## src/rtl/ordered_ready_queue_macros.svh

```systemverilog
`ifndef ORDERED_READY_QUEUE_MACROS_SVH
`define ORDERED_READY_QUEUE_MACROS_SVH

// same-cycle implication, checked outside reset
`define ORQ_ASSERT_NOW(label, ante, cons) \
  label: assert property (@(posedge clk) disable iff (!rst_n) (ante) |-> (cons)) \
    else $error("ordered_ready_queue: check failed");

// next-cycle implication, checked outside reset
`define ORQ_ASSERT_NEXT(label, ante, cons) \
  label: assert property (@(posedge clk) disable iff (!rst_n) (ante) |=> (cons)) \
    else $error("ordered_ready_queue: check failed");

`endif

```

## src/rtl/orq_pkg.sv

```systemverilog
`timescale 1ns / 1ps

package orq_pkg;

  localparam int DEPTH  = 16;
  localparam int CNT_W  = $clog2(DEPTH + 1);
  localparam int ID_W   = 8;
  localparam int TIME_W = 15;
  localparam int PRIO_W = 4;
  localparam int POL_W  = 2;

  localparam logic [POL_W-1:0] POL_FIFO = 2'd0;
  localparam logic [POL_W-1:0] POL_SJF  = 2'd1;
  localparam logic [POL_W-1:0] POL_PRIO = 2'd2;

  localparam logic MODE_INSERT = 1'b0;
  localparam logic MODE_REMOVE = 1'b1;

  // 1.5 s with 8 fraction bits
  localparam logic [TIME_W-1:0] TIME_MARGIN = 15'd384;

  typedef struct packed {
    logic              mode;
    logic [ID_W-1:0]   entry_id;
    logic [TIME_W-1:0] exec_time;
    logic [PRIO_W-1:0] prio;
  } in_item_t;

  typedef struct packed {
    logic             removed_valid;
    logic [ID_W-1:0]  removed_id;
    logic             front_valid;
    logic [ID_W-1:0]  front_id;
    logic [CNT_W-1:0] occupancy;
    logic             dropped;
  } out_item_t;

  typedef struct packed {
    logic capture;
    logic compare;
    logic update;
  } orq_cmd_t;

endpackage

```

## src/rtl/orq_ctrl.sv

```systemverilog
`timescale 1ns / 1ps

module orq_ctrl (
  input  logic              clk,
  input  logic              rst_n,
  input  logic              start,
  output logic              busy,
  output logic              out_valid,
  output orq_pkg::orq_cmd_t cmd
);
  import orq_pkg::*;

  typedef enum logic [1:0] {
    ST_IDLE,
    ST_CMP,
    ST_UPD
  } state_t;

  state_t state_r;
  state_t state_nxt;
  logic   out_valid_r;
  logic   out_valid_nxt;
  logic   accept;

  // the update cycle does not block: the next item may be captured then
  assign busy   = (state_r == ST_CMP);
  assign accept = start && !busy;

  always_comb begin
    state_nxt     = state_r;
    out_valid_nxt = 1'b0;
    case (state_r)
      ST_IDLE: begin
        if (accept) state_nxt = ST_CMP;
      end
      ST_CMP: begin
        state_nxt = ST_UPD;
      end
      ST_UPD: begin
        out_valid_nxt = 1'b1;
        state_nxt     = accept ? ST_CMP : ST_IDLE;
      end
      default: begin
        state_nxt = ST_IDLE;
      end
    endcase
  end

  always_ff @(posedge clk) begin
    if (!rst_n) begin
      state_r     <= ST_IDLE;
      out_valid_r <= 1'b0;
    end else begin
      state_r     <= state_nxt;
      out_valid_r <= out_valid_nxt;
    end
  end

  assign out_valid   = out_valid_r;
  assign cmd.capture = accept;
  assign cmd.compare = (state_r == ST_CMP);
  assign cmd.update  = (state_r == ST_UPD);

endmodule

```

## src/rtl/orq_dp.sv

```systemverilog
`timescale 1ns / 1ps

module orq_dp (
  input  logic                     clk,
  input  logic                     rst_n,
  input  orq_pkg::orq_cmd_t        cmd,
  input  orq_pkg::in_item_t        in_item,
  input  logic                     cfg_we,
  input  logic [orq_pkg::POL_W-1:0] cfg_wdata,
  output orq_pkg::out_item_t       out_item
);
  import orq_pkg::*;

  typedef struct packed {
    logic [ID_W-1:0]   id;
    logic [TIME_W-1:0] etime;
    logic [PRIO_W-1:0] prio;
  } entry_t;

  logic [POL_W-1:0] policy_r;
  in_item_t         item_r;
  in_item_t         upd_item_r;
  entry_t           slot_r   [DEPTH];
  entry_t           slot_nxt [DEPTH];
  logic [CNT_W-1:0] count_r;
  logic [CNT_W-1:0] count_nxt;
  logic [DEPTH-1:0] beat;
  logic [DEPTH-1:0] ge_nxt;
  logic [DEPTH-1:0] ge_r;
  out_item_t        res_r;
  out_item_t        res_nxt;
  entry_t           new_entry;

  function automatic logic time_beats(logic [TIME_W-1:0] nt, logic [TIME_W-1:0] ht);
    logic [TIME_W:0] diff;
    diff = {1'b0, ht} - {1'b0, nt};
    return !diff[TIME_W] && (diff[TIME_W-1:0] >= TIME_MARGIN);
  endfunction

  function automatic logic beats(logic [POL_W-1:0] pol, in_item_t n, entry_t h);
    logic r;
    r = 1'b0;
    if (pol == POL_SJF) begin
      r = time_beats(n.exec_time, h.etime);
    end else if (pol == POL_PRIO) begin
      if (n.prio != h.prio) r = (n.prio < h.prio);
      else                  r = time_beats(n.exec_time, h.etime);
    end
    return r;
  endfunction

  // one compare cell per slot; ge marks the slots at or behind the insert point
  always_comb begin
    for (int i = 0; i < DEPTH; i++) begin
      beat[i] = (CNT_W'(i) < count_r) && beats(policy_r, item_r, slot_r[i]);
    end
    ge_nxt[0] = beat[0] || (count_r == '0);
    for (int i = 1; i < DEPTH; i++) begin
      ge_nxt[i] = ge_nxt[i-1] || beat[i] || (CNT_W'(i) >= count_r);
    end
  end

  assign new_entry.id    = upd_item_r.entry_id;
  assign new_entry.etime = upd_item_r.exec_time;
  assign new_entry.prio  = upd_item_r.prio;

  always_comb begin
    for (int i = 0; i < DEPTH; i++) slot_nxt[i] = slot_r[i];
    count_nxt = count_r;
    res_nxt   = '0;
    if (upd_item_r.mode == MODE_REMOVE) begin
      if (count_r != '0) begin
        res_nxt.removed_valid = 1'b1;
        res_nxt.removed_id    = slot_r[0].id;
        for (int i = 0; i < DEPTH - 1; i++) slot_nxt[i] = slot_r[i+1];
        count_nxt = count_r - CNT_W'(1);
      end
    end else if (count_r == CNT_W'(DEPTH)) begin
      res_nxt.dropped = 1'b1;
    end else begin
      if (ge_r[0]) slot_nxt[0] = new_entry;
      for (int i = 1; i < DEPTH; i++) begin
        if (ge_r[i]) slot_nxt[i] = ge_r[i-1] ? slot_r[i-1] : new_entry;
      end
      count_nxt = count_r + CNT_W'(1);
    end
    res_nxt.front_valid = (count_nxt != '0);
    res_nxt.front_id    = (count_nxt != '0) ? slot_nxt[0].id : '0;
    res_nxt.occupancy   = count_nxt;
  end

  always_ff @(posedge clk) begin
    if (!rst_n) begin
      policy_r <= POL_FIFO;
      count_r  <= '0;
    end else begin
      if (cfg_we)     policy_r <= cfg_wdata;
      if (cmd.update) count_r  <= count_nxt;
    end
  end

  always_ff @(posedge clk) begin
    if (cmd.capture) item_r <= in_item;
    if (cmd.compare) begin
      ge_r       <= ge_nxt;
      upd_item_r <= item_r;
    end
    if (cmd.update) begin
      res_r <= res_nxt;
      for (int i = 0; i < DEPTH; i++) slot_r[i] <= slot_nxt[i];
    end
  end

  assign out_item = res_r;

endmodule

```

## src/rtl/ordered_ready_queue.sv

```systemverilog
`timescale 1ns / 1ps
// channel   ports                         direction  handshake
// input     start, busy, in_item          in         start && !busy
// result    out_valid, out_item           out        one-cycle strobe
// config    cfg_we, cfg_wdata             in         cfg_we
//
// An item passes a compare cycle across the row of slot cells,
// then an update cycle that shifts the slots and registers the result.
// busy is high only in the compare cycle, so the next item can be captured in the update cycle.
// The result strobe comes in the cycle after the update cycle.
// Synchronous active-low reset empties the queue and sets fifo policy.
// The receiver cannot stall; no buffering beyond the result register.

`include "ordered_ready_queue_macros.svh"

module ordered_ready_queue (
  input  logic                      clk,
  input  logic                      rst_n,
  input  logic                      start,
  output logic                      busy,
  input  orq_pkg::in_item_t         in_item,
  output logic                      out_valid,
  output orq_pkg::out_item_t        out_item,
  input  logic                      cfg_we,
  input  logic [orq_pkg::POL_W-1:0] cfg_wdata
);
  import orq_pkg::*;

  orq_cmd_t cmd;

  orq_ctrl u_ctrl (
    .clk       (clk),
    .rst_n     (rst_n),
    .start     (start),
    .busy      (busy),
    .out_valid (out_valid),
    .cmd       (cmd)
  );

  orq_dp u_dp (
    .clk       (clk),
    .rst_n     (rst_n),
    .cmd       (cmd),
    .in_item   (in_item),
    .cfg_we    (cfg_we),
    .cfg_wdata (cfg_wdata),
    .out_item  (out_item)
  );

  `ORQ_ASSERT_NEXT(a_accept_busy, start && !busy, busy)
  `ORQ_ASSERT_NEXT(a_strobe_gap, out_valid, !out_valid)
  `ORQ_ASSERT_NOW(a_front_occ, out_valid, out_item.front_valid == (out_item.occupancy != '0))
  `ORQ_ASSERT_NOW(a_drop_full, out_valid && out_item.dropped,
                  (out_item.occupancy == CNT_W'(DEPTH)) && !out_item.removed_valid)

endmodule

```

## config.mk

```make
export PLATFORM = sky130hd
export DESIGN_NAME = ordered_ready_queue
export DESIGN_NICKNAME = d
export VERILOG_FILES = /design/src/rtl/orq_pkg.sv /design/src/rtl/orq_ctrl.sv /design/src/rtl/orq_dp.sv /design/src/rtl/ordered_ready_queue.sv
export VERILOG_INCLUDE_DIRS = /design/src /design/src/rtl
export SDC_FILE = /design/constraint.sdc
export NUM_CORES = 1
export LEC_CHECK = 0
export ABC_AREA = 1
export BUFFER_PORTS_ARGS = -buffer_cell sky130_fd_sc_hd__buf_2
export CORE_MARGIN = 4
export CORE_UTILIZATION = 40
export CTS_CLUSTER_DIAMETER = 100
export DETAILED_ROUTE_END_ITERATION = 8
export SLEW_MARGIN = 20
export SYNTH_ARGS = -nofsm -noshare
export SYNTH_HDL_FRONTEND = slang
export SYNTH_SLANG_ARGS = --single-unit
```

## constraint.sdc

```tcl
create_clock -name clk -period 6 [get_ports clk]
set_input_delay 0.9 -clock clk [delete_from_list [all_inputs] [get_ports clk]]
set_output_delay 0.9 -clock clk [all_outputs]
set_load 0.01 [all_outputs]
```

==> results of run 1 <==
[critical path: stages, from the launching register on]
cell      delay [ns]
edfxtp_1        1.15
ha_1            0.36
inv_1           0.10
fa_1            0.41
nand3_1         0.10
nand3_1         0.10
nand2_1         0.07
nand2_1         0.06
xnor2_1         0.14
nor2_1          0.06
nor2_1          0.11
nand3_1         0.08
nand2_1         0.30
nand2_1         0.09
nand2_1         0.07
nand2_1         0.08
nor2_4          0.14
nand4_4         0.11
nor2_2          0.18
nand4_2         0.12
nor2_2          0.17
nand3_2         0.11
nor2_2          0.15
nand3_1         0.08
[stage by stage]
step | setup WS [ns] | hold slack (ns)
finish | 1.371 | 0.4200
global route | 1.127 | 0.4244
CTS | 1.437 | 0.3999
detailed placement | 1.461 | 0.4088
global placement | 1.602 | 0.4071
floorplan | 1.678 | 0.4003
[worst max path at each step]
stage	start	to	slack [ns]	depth (start not counted)
global placement	u_dp.item_r[4]	u_dp.ge_r[15]	1.60	23
floorplan	u_ctrl.state_r[1]	u_dp.slot_r[0][100]	1.68	5
CTS	u_dp.item_r[5]	u_dp.ge_r[15]	1.44	23
global route	u_dp.item_r[12]	u_dp.ge_r[15]	1.13	24
finish	u_dp.item_r[4]	u_dp.ge_r[15]	1.37	23
detailed placement	u_dp.item_r[5]	u_dp.ge_r[15]	1.46	23
[registers in the layout, indices dropped and copies added, names as in the netlist, 2 cells and up]
signal,count
u_dp.slot_r,432
u_dp.item_r,28
u_dp.new_entry,27
u_dp.out_item,24
u_dp.ge_r,16
u_dp.count_r,5
u_ctrl.state_r,2
u_dp.policy_r,2
[power by group through the flow]
| stage | clock network [mW] | registers (mW) | logic [mW] |
|---|---|---|---|
| final | 4.00 | 4.33 | 1.63 |
| after global routing | 4.21 | 4.33 | 1.81 |
| after CTS | 4.05 | 4.33 | 1.60 |
| after detailed placement | 0 | 4.41 | 1.59 |
| after global placement | 0 | 4.40 | 1.58 |
| after floorplan | 0 | 4.37 | 1.10 |
[metal layers]
metal	share of wire, %	routed length [um]	global-route usage (%)
met5	0	0	0
met4	4.1	5579	10.38
met3	8.7	11720	4.614
met2	43	58700	40.83
met1	44	59290	36.81
[cells in the final DEF, fill, tap and decap left out, types with 40 or more instances in the layout]
cell type,instances
clkbuf_16,70
nor2_1,193
o22ai_1,78
edfxtp_1,528
nand4_1,52
buf_2,59
buf_4,61
inv_1,473
a21oi_1,253
xor2_1,40
nand2_1,1480
o21ai_0,848
nand3_1,139
ha_1,309
[area by class of cell]
cell class | count | area share [%]
Timing Repair Buffer | 124 | 1.976
Multi-Input combinational cell | 3639 | 46.70
Tap cell | 1265 | 3.752
Sequential cell | 538 | 38.06
Clock buffer | 85 | 4.357
Inverter | 499 | 4.446
Clock inverter | 37 | 0.6971
Antenna cell | 1 | 0.005933
[logic make-up after synthesis]
| kind of cell | after synthesis |
|---|---|
| DFF | 538 |
| AOI/OAI and AO/OA | 1283 |
| xor gates and xnor gates | 71 |
| buffers and inverters | 701 |
| adders and majority gates | 325 |
| and+or+nand+nor | 1960 |
==> run_results.csv, run 1 <==
group,metric,value,unit
run_status,run_status,"finished clean",
detailed_routing,ant_nets,0,
worst_setup_path,r2r-end,"u_dp.ge_r[15]",
worst_setup_path,cp_data_arrival_time,5.00,ns
logic_synthesis,syn_area,38170,um^2
power_and_ir_drop,finalPower,9.954,mW
detailed_routing,drt_pre_antenna_iters,5,
worst_setup_path,crit_required,6.37,ns
sta,clock_skew,0.03802,ns
final_layout,layout.cells.non_filler,6188,
logic_synthesis,synth_top_family_by_area,"simple AND/OR/NAND/NOR gates",
worst_setup_path,cp_max_fo,17,
logic_synthesis,ys_warn_count,0,
power_and_ir_drop,p_seq_share,43.5,%
floorplan,core,94870,um^2
placed_design,dp_hpwl,95.30,mm
sta,fmax,0.2160,GHz
worst_setup_path,reg2reg_from,"u_dp.item_r[4]",
floorplan,dieArea,100400,um^2
logic_synthesis,synthAdderAreaFrac,10.97,%
cts,cts_hold_buf,0,
worst_setup_path,critPathKind,"flip-flop to flip-flop",
power_and_ir_drop,irDropWorstVdd,0.2095,mV
final_layout,final_core_util,44.46,%
detailed_routing,wl_per_cell,21.86,um
global_routing,grt_pass1_wl,200.3,mm
power_and_ir_drop,clkPwrFrac,40.1,%
power_and_ir_drop,p_leak,17.62,nW
placed_design,dpl_cell_area,40050,um^2
sta,setup_viol,0,
logic_synthesis,yosysMostFrequentCell,"nand2_1",
power_and_ir_drop,combPwrFrac,16.3,%
placed_design,gp_congestion,0.9510,
final_layout,multi_input_area,19700,um^2
global_routing,grt_max_degree,195,
sta,min_period,4.629,ns
logic_synthesis,yosys.area_share.simple,20.74,%
cts,cts_root_buffer,"clkbuf_16",
sta,setup_tns,0,ns
logic_synthesis,synth-xor-area-share,1.629,%
logic_synthesis,synth_common_cells,"nand2_1 (1481), o21ai_0 (848), edfxtp_1 (528)",
power_and_ir_drop,powerDensity,236.0,nW/um^2
global_routing,grt_pass1_vias,32280,
global_routing,antenna_found_initial,0,
global_routing,overflow,0,
logic_synthesis,synthFlopType,"edfxtp_1",
worst_hold_path,hold_path_end,"u_dp.new_entry[26]",
logic_synthesis,synth-compound-area-share,17.70,%
detailed_routing,routed_wl,135.3,mm
floorplan,rows,113,
worst_hold_path,hold_path.class,"flip-flop to flip-flop",
sta,relSlewSlack,18.33,%
sta,grt_setup_unrepaired,"no",
cts,cts_tree,"built",
global_routing,grt_use_total,26.38,%
sta,slew_viol_final,0,
final_layout,ff_latch_area,16060,um^2
logic_synthesis,synth.net_count,5237,
worst_setup_path,end_kind,"flip-flop",
cts,cts-resized-gates,0,
detailed_routing,drt_iter0_drc,3669,
final_layout,drive_gt1_share,5.851,%
worst_setup_path,rr_worst_depth,23,
placed_design,place_inst,6065,
detailed_routing,vias_per_cell,5.596,
detailed_routing,vias,34630,
final_layout,fill_cells,9393,
cts,cts.htree.levels,3,
run,cap_violations,0,
floorplan,io_pins,60,
final_layout,syn2layout_area_growth,10.51,%
floorplan,start_util,40.23,%
logic_synthesis,synth_top_cell_by_area,"edfxtp_1",
final_layout,finalInstanceArea,42180,um^2
floorplan,die_x,316.9,um
logic_synthesis,synthTopCellsByArea,"edfxtp_1 (42%), nand2_1 (15%), o21ai_0 (11%)",
cts,cts.sinks,538,
logic_synthesis,synth_mux_area_share,0,%
logic_synthesis,yosysSeqAreaShare,42.06,%
worst_hold_path,holdPathStages,0,
detailed_routing,route.detailed.drc,0,
sta,tightest_slew,1.217,ns
logic_synthesis,netlist.area_leader.share,41.54,%
sta,fin_crit_sh,77.16,%
cts,cts.clk_slew.worst_paths,0.06,ns
cts,clk-insertion-delay-late,0.64,ns
worst_hold_path,worstHoldStart,"u_dp.item_r[26]",
power_and_ir_drop,switching_share,29.71,%
worst_setup_path,cp-start-kind,"flip-flop",
logic_synthesis,ys_ff_latch,538,
logic_synthesis,synthDistinctLibCells,47,
cts,numCtsBuffers,67,
power_and_ir_drop,p_switching,2.957,mW
logic_synthesis,avgSynthCellArea,7.825,um^2
cts,post-cts-setup-buffers,0,
placed_design,portBuffers,59,
floorplan,fp.dieH,316.9,um
logic_synthesis,async_reset_ff_share,0,%
sta,hold_viol_final,0,
power_and_ir_drop,power.internal,6.996,mW
worst_setup_path,ff2ff_setup_slack,1.37,ns
logic_synthesis,synth_edf_count,528,
cts,clockBufferDepth,3,
final_layout,final_nets,5228,
logic_synthesis,netlist_instances,4878,
(Power assumes the default switching activity.)
==> run 2: changes to the inputs <==
- clock period: 6 -> 3.72 ns (I/O delays scaled with it)
==> run_results.csv, run 2 (synthesis results as in run 1) <==
group,metric,value,unit
run_status,run_status,"finished clean",
floorplan,die_x,316.9,um
sta,setup_ws,0.06567,ns
cts,cts.htree.levels,3,
floorplan,start_util,40.23,%
cts,cts_root_buffer,"clkbuf_16",
placed_design,portBuffers,59,
sta,grt_setup_unrepaired,"yes",
detailed_routing,route.detailed.drc,0,
final_layout,drive_gt1_share,11.08,%
cts,numCtsBuffers,67,
sta,fin_crit_sh,98.23,%
run,cap_violations,0,
sta,setup_tns,0,ns
sta,min_period,3.654,ns
worst_setup_path,critPathKind,"flip-flop to flip-flop",
floorplan,fp.dieH,316.9,um
power_and_ir_drop,p_leak,18.63,nW
placed_design,place_inst,6190,
sta,hold_slack,0.08981,ns
sta,slew_viol_final,0,
cts,cts.clk_slew.worst_paths,0.06,ns
power_and_ir_drop,irDropWorstVdd,0.3665,mV
detailed_routing,drt_iter0_drc,3886,
detailed_routing,ant_nets,0,
sta,clock_skew,0.03731,ns
final_layout,largest_reg_flops,432,
detailed_routing,vias,35440,
final_layout,syn2layout_area_growth,16.82,%
sta,tightest_slew,1.210,ns
worst_setup_path,cp_max_fo,7,
sta,relSlewSlack,19.21,%
final_layout,final_cell_mix,"nand2_1 (1452), o21ai_0 (832), edfxtp_1 (528), inv_1 (463), ha_1 (283)",
final_layout,layout.cells.non_filler,6346,
worst_setup_path,cp-start-kind,"flip-flop",
final_layout,finalInstanceArea,44590,um^2
worst_setup_path,rr_worst_depth,20,
global_routing,grt_max_degree,153,
global_routing,antenna_found_initial,4,
floorplan,core,94870,um^2
detailed_routing,drt_pre_antenna_iters,6,
floorplan,io_pins,60,
global_routing,grt_use_total,26.93,%
detailed_routing,routed_wl,138.0,mm
sta,hold_viol_final,0,
worst_hold_path,holdPathStages,1,
sta,fmax,0.2736,GHz
power_and_ir_drop,powerDensity,383.1,nW/um^2
global_routing,grt_pass1_vias,32990,
global_routing,overflow,0,
final_layout,final_nets,5385,
sta,setup_viol,0,
detailed_routing,vias_per_cell,5.584,
placed_design,dpl_cell_area,41230,um^2
cts,clk-insertion-delay-late,0.65,ns
final_layout,regMostFlops,"u_dp.slot_r",
cts,clockBufferDepth,3,
final_layout,final_common_cell,"nand2_1",
placed_design,gp_congestion,0.9893,
cts,cts.sinks,538,
placed_design,pre_cts_ws,-0.06532,ns
worst_setup_path,cp_data_arrival_time,4.03,ns
placed_design,dp_hpwl,100.8,mm
power_and_ir_drop,finalPower,17.08,mW
worst_hold_path,hold_path.class,"input pin to flip-flop",
floorplan,rows,113,
floorplan,dieArea,100400,um^2
worst_setup_path,crit_required,4.10,ns
final_layout,final_core_util,47.00,%
worst_setup_path,end_kind,"flip-flop",
global_routing,grt_pass1_wl,205.2,mm
cts,cts_tree,"built",
detailed_routing,wl_per_cell,21.74,um
run 2: repair_timing:
action / 4_1_cts / 5_1_grt
gates resized for setup: 10 / 158
pin swaps: 0 / 37
buffers inserted: 6 / 23
hold buffers: 0 / 0
endpoints found under the setup margin: 3 / 8
run 2: critical path, stage by stage (launching register included):
cell and delay (ns):
edfxtp_1 0.40, clkinvlp_4 0.13, buf_4 0.16, buf_4 0.19, ha_1 0.37, nand2_1 0.12
nor2_2 0.18, nand4_1 0.11, o21ai_1 0.18, xnor2_1 0.14, nand2_1 0.06, nor2_1 0.16
nand3b_1 0.11, nand2_1 0.12, nand2_1 0.11, a21oi_2 0.23, nand4_4 0.15, nor2_4 0.14
nand3_2 0.10, nor2_4 0.15, nand3_2 0.06
run 2: final timing paths:
check	startpoint	to	slack (ns)
max	u_dp.item_r[12]	u_dp.ge_r[15]	0.07
max reg2reg	u_dp.item_r[12]	u_dp.ge_r[15]	0.07
min reg2reg	u_dp.item_r[19]	u_dp.new_entry[19]	0.42
min	in_item[22]	u_dp.item_r[22]	0.09
run 2: cell type report:
cell class,instances,area [um^2]
clock buffers,74,1724
multi-input cells,3639,20270
inverters,499,1883
well taps,1265,1583
diodes,1,2.502
fillers,9208,50280
clock inverters,49,661.9
repair buffers,281,2407
flip-flops and latches,538,16060
run 2: power by group:
group / internal, mW / switching (mW) / total, mW / leakage (nW)
clock network: 4.30 / 2.89 / 7.20 / 1.16
logic: 0.992 / 1.91 / 2.90 / 12.6
registers: 6.86 / 0.125 / 6.98 / 4.91
run 2: metal layers:
layer	routed length [um]	track usage [%]	part of all wire (%)	up-vias
met2	61680	42.69	45	1462
li1	-	-	-	16950
met1	59290	37.23	43	16750
met3	11170	4.177	8.1	268
met4	5815	10.29	4.2	2
met5	19	0	0.014	-
